`config.mk`:
```
export PLATFORM = sky130hd
export DESIGN_NAME = can_frame_crc8_check_decode
export DESIGN_NICKNAME = d
export VERILOG_FILES = /design/src/rtl/core/cfcd_pkg.sv /design/src/rtl/core/can_frame_crc8_check_decode.sv /design/src/rtl/core/cfcd_classify.sv /design/src/rtl/core/cfcd_cell.sv
export SDC_FILE = /design/constraint.sdc
export NUM_CORES = 1
export LEC_CHECK = 0
export BUFFER_PORTS_ARGS = -buffer_cell sky130_fd_sc_hd__buf_2
export CAP_MARGIN = 10
export CORE_AREA = 5 5 302 304
export CTS_CLUSTER_SIZE = 20
export DETAILED_ROUTE_END_ITERATION = 8
export DIE_AREA = 0 0 307 309
export PLACE_DENSITY = 0.84
export SETUP_SLACK_MARGIN = 0.05
export SKIP_LAST_GASP = 1
export SLEW_MARGIN = 40
export SYNTH_ARGS = -nofsm -noshare
export SYNTH_HDL_FRONTEND = slang
export SYNTH_HIERARCHICAL = 1
export SYNTH_SLANG_ARGS = --single-unit
```
`constraint.sdc`:
```
create_clock -name clk -period 52.2 [get_ports clk]
set_input_delay 7.83 -clock clk [delete_from_list [all_inputs] [get_ports clk]]
set_output_delay 7.83 -clock clk [all_outputs]
set_load 0.02 [all_outputs]
```
`src/rtl/core/cfcd_pkg.sv`:
```
// shared types, codes and the crc-8 byte step for the can frame checker
package cfcd_pkg;

  localparam int unsigned NumCells  = 9;
  localparam int unsigned QueueW    = 8 * NumCells;
  localparam logic [7:0]  CrcPoly   = 8'h31;
  localparam logic [28:0] StdIdMax  = 29'h7FF;
  localparam logic [7:0]  PctMax    = 8'd100;
  localparam int unsigned CfgDataW  = 11;
  localparam int unsigned CfgIndexW = 3;

  typedef enum logic [2:0] {
    KIND_REJECT    = 3'd0,
    KIND_CONTROL   = 3'd1,
    KIND_HEARTBEAT = 3'd2,
    KIND_DIAG      = 3'd3,
    KIND_E2E       = 3'd4,
    KIND_SESSION   = 3'd5
  } kind_t;

  typedef enum logic [2:0] {
    WHY_NONE    = 3'd0,
    WHY_UNKNOWN = 3'd1,
    WHY_CRC     = 3'd2,
    WHY_RANGE   = 3'd3,
    WHY_VERSION = 3'd4
  } reason_t;

  typedef enum logic [CfgIndexW-1:0] {
    CFG_CONTROL_ID   = 3'd0,
    CFG_HEARTBEAT_ID = 3'd1,
    CFG_DIAG_ID      = 3'd2,
    CFG_E2E_ID       = 3'd3,
    CFG_SESSION_ID   = 3'd4,
    CFG_PROTO_VER    = 3'd5,
    CFG_MAX_ACK      = 3'd6
  } cfg_idx_t;

  typedef struct packed {
    logic [28:0] can_id;
    logic [7:0]  byte_0;
    logic [7:0]  byte_1;
    logic [7:0]  byte_2;
    logic [7:0]  byte_3;
    logic [7:0]  byte_4;
    logic [7:0]  byte_5;
    logic [7:0]  byte_6;
    logic [7:0]  byte_7;
  } in_word_t;

  typedef struct packed {
    logic [2:0]         message_kind;
    logic [2:0]         reject_reason;
    logic [7:0]         computed_crc;
    logic signed [15:0] first_word;
    logic signed [15:0] second_word;
    logic [31:0]        session_number;
    logic [55:0]        payload;
  } out_word_t;

  typedef struct packed {
    logic [10:0] control_id;
    logic [10:0] heartbeat_id;
    logic [10:0] diag_id;
    logic [10:0] e2e_id;
    logic [10:0] status_id;
    logic [7:0]  proto_ver;
    logic [7:0]  max_ack;
  } cfg_t;

  // result of the identifier and per-type checks, crc still pending
  typedef struct packed {
    kind_t   kind;
    logic    id_bad;
    reason_t type_why;
  } cls_t;

  // what travels from cell to cell
  typedef struct packed {
    logic [QueueW-1:0] queue;
    logic [7:0]        crc;
    in_word_t          frame;
    cls_t              cls;
  } lane_t;

  function automatic logic [7:0] crc8_byte(input logic [7:0] crc_in, input logic [7:0] data);
    logic [7:0] c;
    c = crc_in ^ data;
    for (int k = 0; k < 8; k++) begin
      if (c[7]) begin
        c = {c[6:0], 1'b0} ^ CrcPoly;
      end else begin
        c = {c[6:0], 1'b0};
      end
    end
    return c;
  endfunction

endpackage

```
`src/rtl/core/can_frame_crc8_check_decode.sv`:
```
// top level: config registers, classifier, crc cell chain and result assembly
//
// Each frame passes through a row of nine crc cells, one cell per byte of the
// crc input (two identifier bytes, then data bytes 0 to 6); the last cell is
// the output register. A new frame is taken every cycle while the output is
// not stalled. A stall on the output holds the whole row, so in_stall
// follows out_stall whenever a result is waiting. Identifier matching and
// type checks are done on entry against the registers, which must only be
// written while idle.
module can_frame_crc8_check_decode (
  input  logic                                clk,
  input  logic                                rst_n,
  input  logic                                in_valid,
  output logic                                in_stall,
  input  cfcd_pkg::in_word_t                  in_word,
  output logic                                out_valid,
  input  logic                                out_stall,
  output cfcd_pkg::out_word_t                 out_word,
  input  logic                                cfg_wr_en,
  input  logic [cfcd_pkg::CfgIndexW-1:0]      cfg_index,
  input  logic [cfcd_pkg::CfgDataW-1:0]       cfg_wdata
);
  import cfcd_pkg::*;

  cfg_t    cfg_r;
  cls_t    cls;
  lane_t   lane_head;
  logic    adv;
  logic    vld [NumCells];
  lane_t   lane [NumCells];
  lane_t   last;
  reason_t why;
  in_word_t fr;

  always_ff @(posedge clk) begin
    if (!rst_n) begin
      cfg_r <= '0;
    end else if (cfg_wr_en) begin
      unique case (cfg_idx_t'(cfg_index))
        CFG_CONTROL_ID:   cfg_r.control_id   <= cfg_wdata;
        CFG_HEARTBEAT_ID: cfg_r.heartbeat_id <= cfg_wdata;
        CFG_DIAG_ID:      cfg_r.diag_id      <= cfg_wdata;
        CFG_E2E_ID:       cfg_r.e2e_id       <= cfg_wdata;
        CFG_SESSION_ID:   cfg_r.status_id    <= cfg_wdata;
        CFG_PROTO_VER:    cfg_r.proto_ver    <= cfg_wdata[7:0];
        CFG_MAX_ACK:      cfg_r.max_ack      <= cfg_wdata[7:0];
        default:          ;
      endcase
    end
  end

  cfcd_classify u_classify (
    .frame (in_word),
    .cfg   (cfg_r),
    .cls   (cls)
  );

  // the row only moves when the output word is free or being taken
  assign adv      = !(vld[NumCells-1] && out_stall);
  assign in_stall = !adv;

  always_comb begin
    lane_head.queue = {in_word.byte_6, in_word.byte_5, in_word.byte_4, in_word.byte_3,
                       in_word.byte_2, in_word.byte_1, in_word.byte_0,
                       in_word.can_id[15:8], in_word.can_id[7:0]};
    lane_head.crc   = 8'd0;
    lane_head.frame = in_word;
    lane_head.cls   = cls;
  end

  for (genvar g = 0; g < NumCells; g++) begin : g_cell
    if (g == 0) begin : g_head
      cfcd_cell u_cell (
        .clk      (clk),
        .rst_n    (rst_n),
        .adv      (adv),
        .valid_in (in_valid),
        .lane_in  (lane_head),
        .valid_r  (vld[g]),
        .lane_r   (lane[g])
      );
    end else begin : g_body
      cfcd_cell u_cell (
        .clk      (clk),
        .rst_n    (rst_n),
        .adv      (adv),
        .valid_in (vld[g-1]),
        .lane_in  (lane[g-1]),
        .valid_r  (vld[g]),
        .lane_r   (lane[g])
      );
    end
  end

  assign last      = lane[NumCells-1];
  assign fr        = last.frame;
  assign out_valid = vld[NumCells-1];

  // identifier first, then crc, then the per-type check
  always_comb begin
    priority if (last.cls.id_bad) begin
      why = WHY_UNKNOWN;
    end else if (last.crc != fr.byte_7) begin
      why = WHY_CRC;
    end else begin
      why = last.cls.type_why;
    end
  end

  always_comb begin
    out_word.message_kind   = (why == WHY_NONE) ? last.cls.kind : KIND_REJECT;
    out_word.reject_reason  = why;
    out_word.computed_crc   = last.crc;
    out_word.first_word     = {fr.byte_1, fr.byte_0};
    out_word.second_word    = {fr.byte_3, fr.byte_2};
    out_word.session_number = {fr.byte_5, fr.byte_4, fr.byte_3, fr.byte_2};
    out_word.payload        = {fr.byte_6, fr.byte_5, fr.byte_4, fr.byte_3,
                               fr.byte_2, fr.byte_1, fr.byte_0};
  end

endmodule

```
`src/rtl/core/cfcd_classify.sv`:
```
// identifier match and per-type range checks of one frame
module cfcd_classify (
  input  cfcd_pkg::in_word_t frame,
  input  cfcd_pkg::cfg_t     cfg,
  output cfcd_pkg::cls_t     cls
);
  import cfcd_pkg::*;

  logic [10:0] id11;
  logic        ctl_bad;

  assign id11    = frame.can_id[10:0];
  assign ctl_bad = (frame.byte_4 > PctMax) || (frame.byte_5 > PctMax) ||
                   ((frame.byte_4 != 8'd0) && (frame.byte_5 != 8'd0));

  always_comb begin
    cls.kind     = KIND_REJECT;
    cls.id_bad   = 1'b0;
    cls.type_why = WHY_NONE;
    priority if (frame.can_id > StdIdMax) begin
      cls.id_bad = 1'b1;
    end else if (id11 == cfg.control_id) begin
      cls.kind = KIND_CONTROL;
      if (ctl_bad) begin
        cls.type_why = WHY_RANGE;
      end
    end else if (id11 == cfg.heartbeat_id) begin
      cls.kind = KIND_HEARTBEAT;
    end else if (id11 == cfg.diag_id) begin
      cls.kind = KIND_DIAG;
    end else if (id11 == cfg.e2e_id) begin
      cls.kind = KIND_E2E;
    end else if (id11 == cfg.status_id) begin
      cls.kind = KIND_SESSION;
      priority if (frame.byte_0 != cfg.proto_ver) begin
        cls.type_why = WHY_VERSION;
      end else if (frame.byte_1 > cfg.max_ack) begin
        cls.type_why = WHY_RANGE;
      end else begin
        cls.type_why = WHY_NONE;
      end
    end else begin
      cls.id_bad = 1'b1;
    end
  end

endmodule

```
`src/rtl/core/cfcd_cell.sv`:
```
// one crc cell: folds the next byte of the queue and hands the word on
module cfcd_cell (
  input  logic            clk,
  input  logic            rst_n,
  input  logic            adv,
  input  logic            valid_in,
  input  cfcd_pkg::lane_t lane_in,
  output logic            valid_r,
  output cfcd_pkg::lane_t lane_r
);
  import cfcd_pkg::*;

  lane_t lane_nxt;

  always_comb begin
    lane_nxt       = lane_in;
    lane_nxt.crc   = crc8_byte(lane_in.crc, lane_in.queue[7:0]);
    lane_nxt.queue = lane_in.queue >> 8;
  end

  always_ff @(posedge clk) begin
    if (!rst_n) begin
      valid_r <= 1'b0;
    end else if (adv) begin
      valid_r <= valid_in;
    end
  end

  always_ff @(posedge clk) begin
    if (adv) begin
      lane_r <= lane_nxt;
    end
  end

endmodule

```
After elaboration in Yosys (flattened, before gate mapping):

Index checks and enable logic that the tools add are counted.

* reductions and logical operators: 17
* mux-type cells: 90
* magnitude comparators: 4
* bitwise operators: 80
* equal/unequal tests: 13

Operators with widths (count)
* two-way mux 6 bit: 72
* NOT 3 bit: 72
* bitwise XOR 8 bit: 8
* == test 11 bit: 5
* > comparator 29 x 11 -> 1 bit (second input constant): 1
* two-way mux 3 bit: 8
* > comparator 8 x 7 -> 1 bit (second input constant): 2
* != test 8 bit: 2
* nonzero test 8 bit: 2
* AND reduction 2 bit: 7
* two-way mux 4 bit: 3
* == test 3 bit (second input constant): 3
* > comparator 8 bit: 1
* two-way mux 2 bit: 4
* == test 3 x 2 -> 1 bit (second input constant): 2
* logical NOT 3 bit: 2
* OR reduction 4 bit: 1
* == test 3 x 1 -> 1 bit (second input constant): 1
* two-way mux 1 bit: 3
* logical AND 1 bit: 2
* logical OR 1 bit: 2
* OR reduction 2 bit: 1

* bits in registers: 1079
* input bits: 112

Longest topological paths before layout:

* depth after elaboration: 17
* mapped depth: 9
* gate-level depth less buffers: 8

Hierarchy:

Netlist, hierarchy kept.

Modules (own cells, without submodules)
* cfcd_cell: sequential area each 5185.0 µm², cells each 205, area an instance 5500.3 µm², instances 9
* can_frame_crc8_check_decode: sequential area each 1421.4 µm², cells each 411, area an instance 3479.6 µm², instances 1
* cfcd_classify: sequential area each 0.0 µm², cells each 159, area an instance 1168.6 µm², instances 1

Worst setup path after synthesis:

OpenSTA, ideal clock, no wires.

* path kind: input port to output port
* from: input out_stall
* to: output in_stall
* stages: 2
* buffers on the path: 0
* path slack: -1.688 ns
* data arrival time: 46.058 ns
* data required time: 44.370 ns
* cells stage by stage: nand2_1 inv_1

* word-level cells in the longest chain between the ends: 1

RTL lines
* start: declaration: RTL line can_frame_crc8_check_decode.sv:17 `input logic out_stall,`
* logical AND 1 bit: RTL line can_frame_crc8_check_decode.sv:59 `assign adv = !(vld[NumCells-1] && out_stall);`
* end: declaration: RTL line can_frame_crc8_check_decode.sv:14 `output logic in_stall,`

No other way between the ends.

Worst setup path after layout:

Same ends and word-level chain as after synthesis.

==> impl_summary.txt <==
----------------------------------------------------
[Detailed routing]
  Detail-routed net length per standard cell ... approximately 18 um
  Number of design-rule violations left by the first detailed-router iteration ... between 1000 and 1500
  Post-detailed-route DRC marker count ... 0
  Via density per instance ... around 4.5
  Routed Antenna Nets ... 0
  Number of detailed-route iterations in the first pass ... 5
  Final wirelength ... roughly 60000 um
  Via count ... around 15000

[CTS]
  Clock latency of the later-clocked register in the worst-skew pair ... roughly 0.7 ns
  TritonCTS Sinks ... between 1000 and 1500
  Number of buffers added for setup after CTS ... 0
  Total of hold buffers inserted after clock tree synthesis ... 0
  Maximum clock insertion buffer count ... 3
  # resized after CTS ... 0
  TritonCTS buffer count ... approximately 110
  Clk slew on worst S/H paths ... roughly 0.060 ns
  Buffer cell driving the clock tree root ... clkbuf_16
  Clock tree from TritonCTS ... built
  H-tree Lvls ... 3

[Timing]
  RSZ-0062 raised after global routing ... no
  Total Negative Setup Slacks ... 0 ns
  Transition time of the tightest slew-check pin ... about 0.79 ns
  Final-report setup violation count ... 0
  Crit path setup slack, layout ... 35.82 ns
  Hold Violations, Final ... 0
  WHS ... 0.375 ns
  Tmin final ... ~16 ns
  Maximum operating frequency ... about 61 MHz
  Post-route clock skew ... ~0.055 ns
  Slew Viols, Final ... 0
  Relative slew slack ... 47.3%
  Final worst path period share ... a little under a third

[Layout]
  Storage cell area ... between 30000 and 40000 um^2
  Number of nets in the layout ... approximately 2200
  Multi-input combinational cell area ... 4750 um^2
  Area growth from synthesis to layout ... 15.3%
  Final non-filler cell total ... about 3300
  Fill cell instance count of the final layout ... between 7000 and 8000
  Fraction of layout cells with a size suffix above 1 ... between 20% and 30%

[Hold path]
  Class of the tightest hold or removal check ... reg2reg
  Startpoint of the lowest-slack hold path ... g_cell[7].g_body.u_cell/lane_r[3]
  Hold path endpoint ... g_cell[8].g_body.u_cell/lane_r[3]
  Count of cells along the worst hold path ... 0

[Setup path]
  Depth of the worst register-to-register path ... 5
  CP endpoint kind ... output pin
  Crit start category ... primary input
  Kind of cell with the highest combined delay on the critical path ... buffers and inverters
  Worst r2r src ... g_cell[8].g_body.u_cell/valid_r
  Max FO, Critical Path ... 15
  Crit Reg-Reg Endpoint ... g_cell[4].g_body.u_cell/lane_r[43]
  Worst Path Class, Setup ... in2out
  Top cell by count, worst path ... buf_2
  CP arrival ... between 8 and 9 ns
  Crit-path slowest cell ... nand2_4
  R2R Setup Slk ... about 48 ns
  Largest incremental delay on the critical path ... 0.25 ns
  Worst path required time ... around 44 ns
  Cells along the critical path ... buf_2 > nand2_4 > inv_1 > buf_2
  Buffers and inverters on the worst path ... 3

[Global routing]
  Total global routing overflow ... 0
  Total Routing Usage GR ... about 12%
  Antenna violations before repair ... 16
  Vias in the first global route ... 15800
  Wire length of the first global-routing pass ... 90300 um
  Maximum number of pins on one net before global-route repair ... 124

[Floorplanning]
  Effective utilization at floorplan ... between 40% and 50%
  I/O pin cnt ... 248
  DIE HEIGHT ... between 300 and 400 um
  Number of cell rows ... roughly 110
  Full die area ... 94900 um^2
  Die W ... ~310 um
  Core area ... 88000 um^2

[Place]
  GP Congestion ... about 0.76
  Port buffer count ... 247
  # placed instances ... 3115
  Pre-CTS setup slack ... around 36 ns
  Detailed-placement wirelength estimate ... about 37000 um

[Synthesis]
  Syn Area/Cell ... 20.8 um^2
  Area of the mapped netlist ... roughly 37000 um^2
  Cells after Synth ... 1785
  Count of synthesis-stage warnings from yosys ... 6

[Job]
  Number of max-capacitance violations reported ... 0

[Pwr]
  Peak supply drop ... approximately 0.027 mV
  Static leakage ... between 0.015 and 0.02 uW
  Power Total ... 2090 uW
  Cell area power density ... 48.8 nW/um^2

[Status]
  Outcome ... completed

----------------------------------------------------
==> routing by layer <==
layer / share of wire, % / GRT usage [%] / vias up / routed length [um]
met5: 0.079 / 0 / - / 46
met4: 2.5 / 4.23 / 8 / 1480
met3: 6.3 / 3.42 / 119 / 3680
met2: 51 / 20.9 / 377 / 29500
met1: 41 / 15.3 / 7416 / 23700
li1: - / - / 7162 / -
==> area by class of cell <==
type	count	share of cell area, %
clock buffers	124	6.31
flip-flops and latches	1079	73.9
repair buffers	258	3.30
inverters	17	0.149
diodes	8	0.0468
multi-input cells	596	11.1
well taps	1165	3.41
clock inverters	70	1.79
==> flip-flops by register name, indices dropped and copies added, names as in the netlist <==
register,count
g_cell.g_body.u_cell/lane_r,856
cfg_r,71
g_cell.g_head.u_cell/lane_r,143
g_cell.g_head.u_cell/valid_r,1
g_cell.g_body.u_cell/valid_r,8
==> worst max-delay path by stage <==
stage,from,endpoint,slack [ns],cells past startpoint
floorplan,out_stall,in_stall,11.68,2
global placement,out_stall,in_stall,35.77,4
detailed placement,out_stall,in_stall,35.77,4
CTS,out_stall,in_stall,35.76,4
global route,out_stall,in_stall,35.76,4
finish,out_stall,in_stall,35.82,4
==> placed cells by master, fill, tap and decap left out, types with 8 or more instances in the layout <==
cell,instances
clkbuf_1,19
xnor2_2,27
dfxtp_1,80
clkinv_2,18
nand2_1,145
ha_1,8
conb_1,8
a21boi_2,10
a21boi_1,56
xnor3_2,9
clkinv_1,23
nor4_1,10
xnor2_1,177
nand4_1,14
inv_1,17
bufinv_16,9
diode_2,8
edfxtp_1,999
nor2b_1,10
mux2i_1,9
buf_2,246
xnor3_1,9
clkbuf_16,105
xor2_1,38
==> power breakdown <==
group,total [uW],internal [uW],switching [uW],leakage (uW)
Combinational,277,142,135,0.00269
Clock,737,420,317,0.00166
Sequential,1070,1040,31.6,0.0113
Total,2090,1610,483,0.0156
==> worst register-to-register path, delay by kind of cell, from the launching register on <==
family | cells | cell delay (ns)
buffers and inverters | 4 | 2.82
DFF | 1 | 0.35
and+or+nand+nor | 1 | 0.27
==> through the flow <==
step | instance area, um^2 | utilization (%)
floorplan | 37100 | -
global placement | 39200 | 44.6
detailed placement | 39300 | 44.6
CTS | 42700 | 48.6
global route | 42700 | 48.6
finish | 42800 | 48.6
No activity file was read; power rests on OpenSTA's default activity.
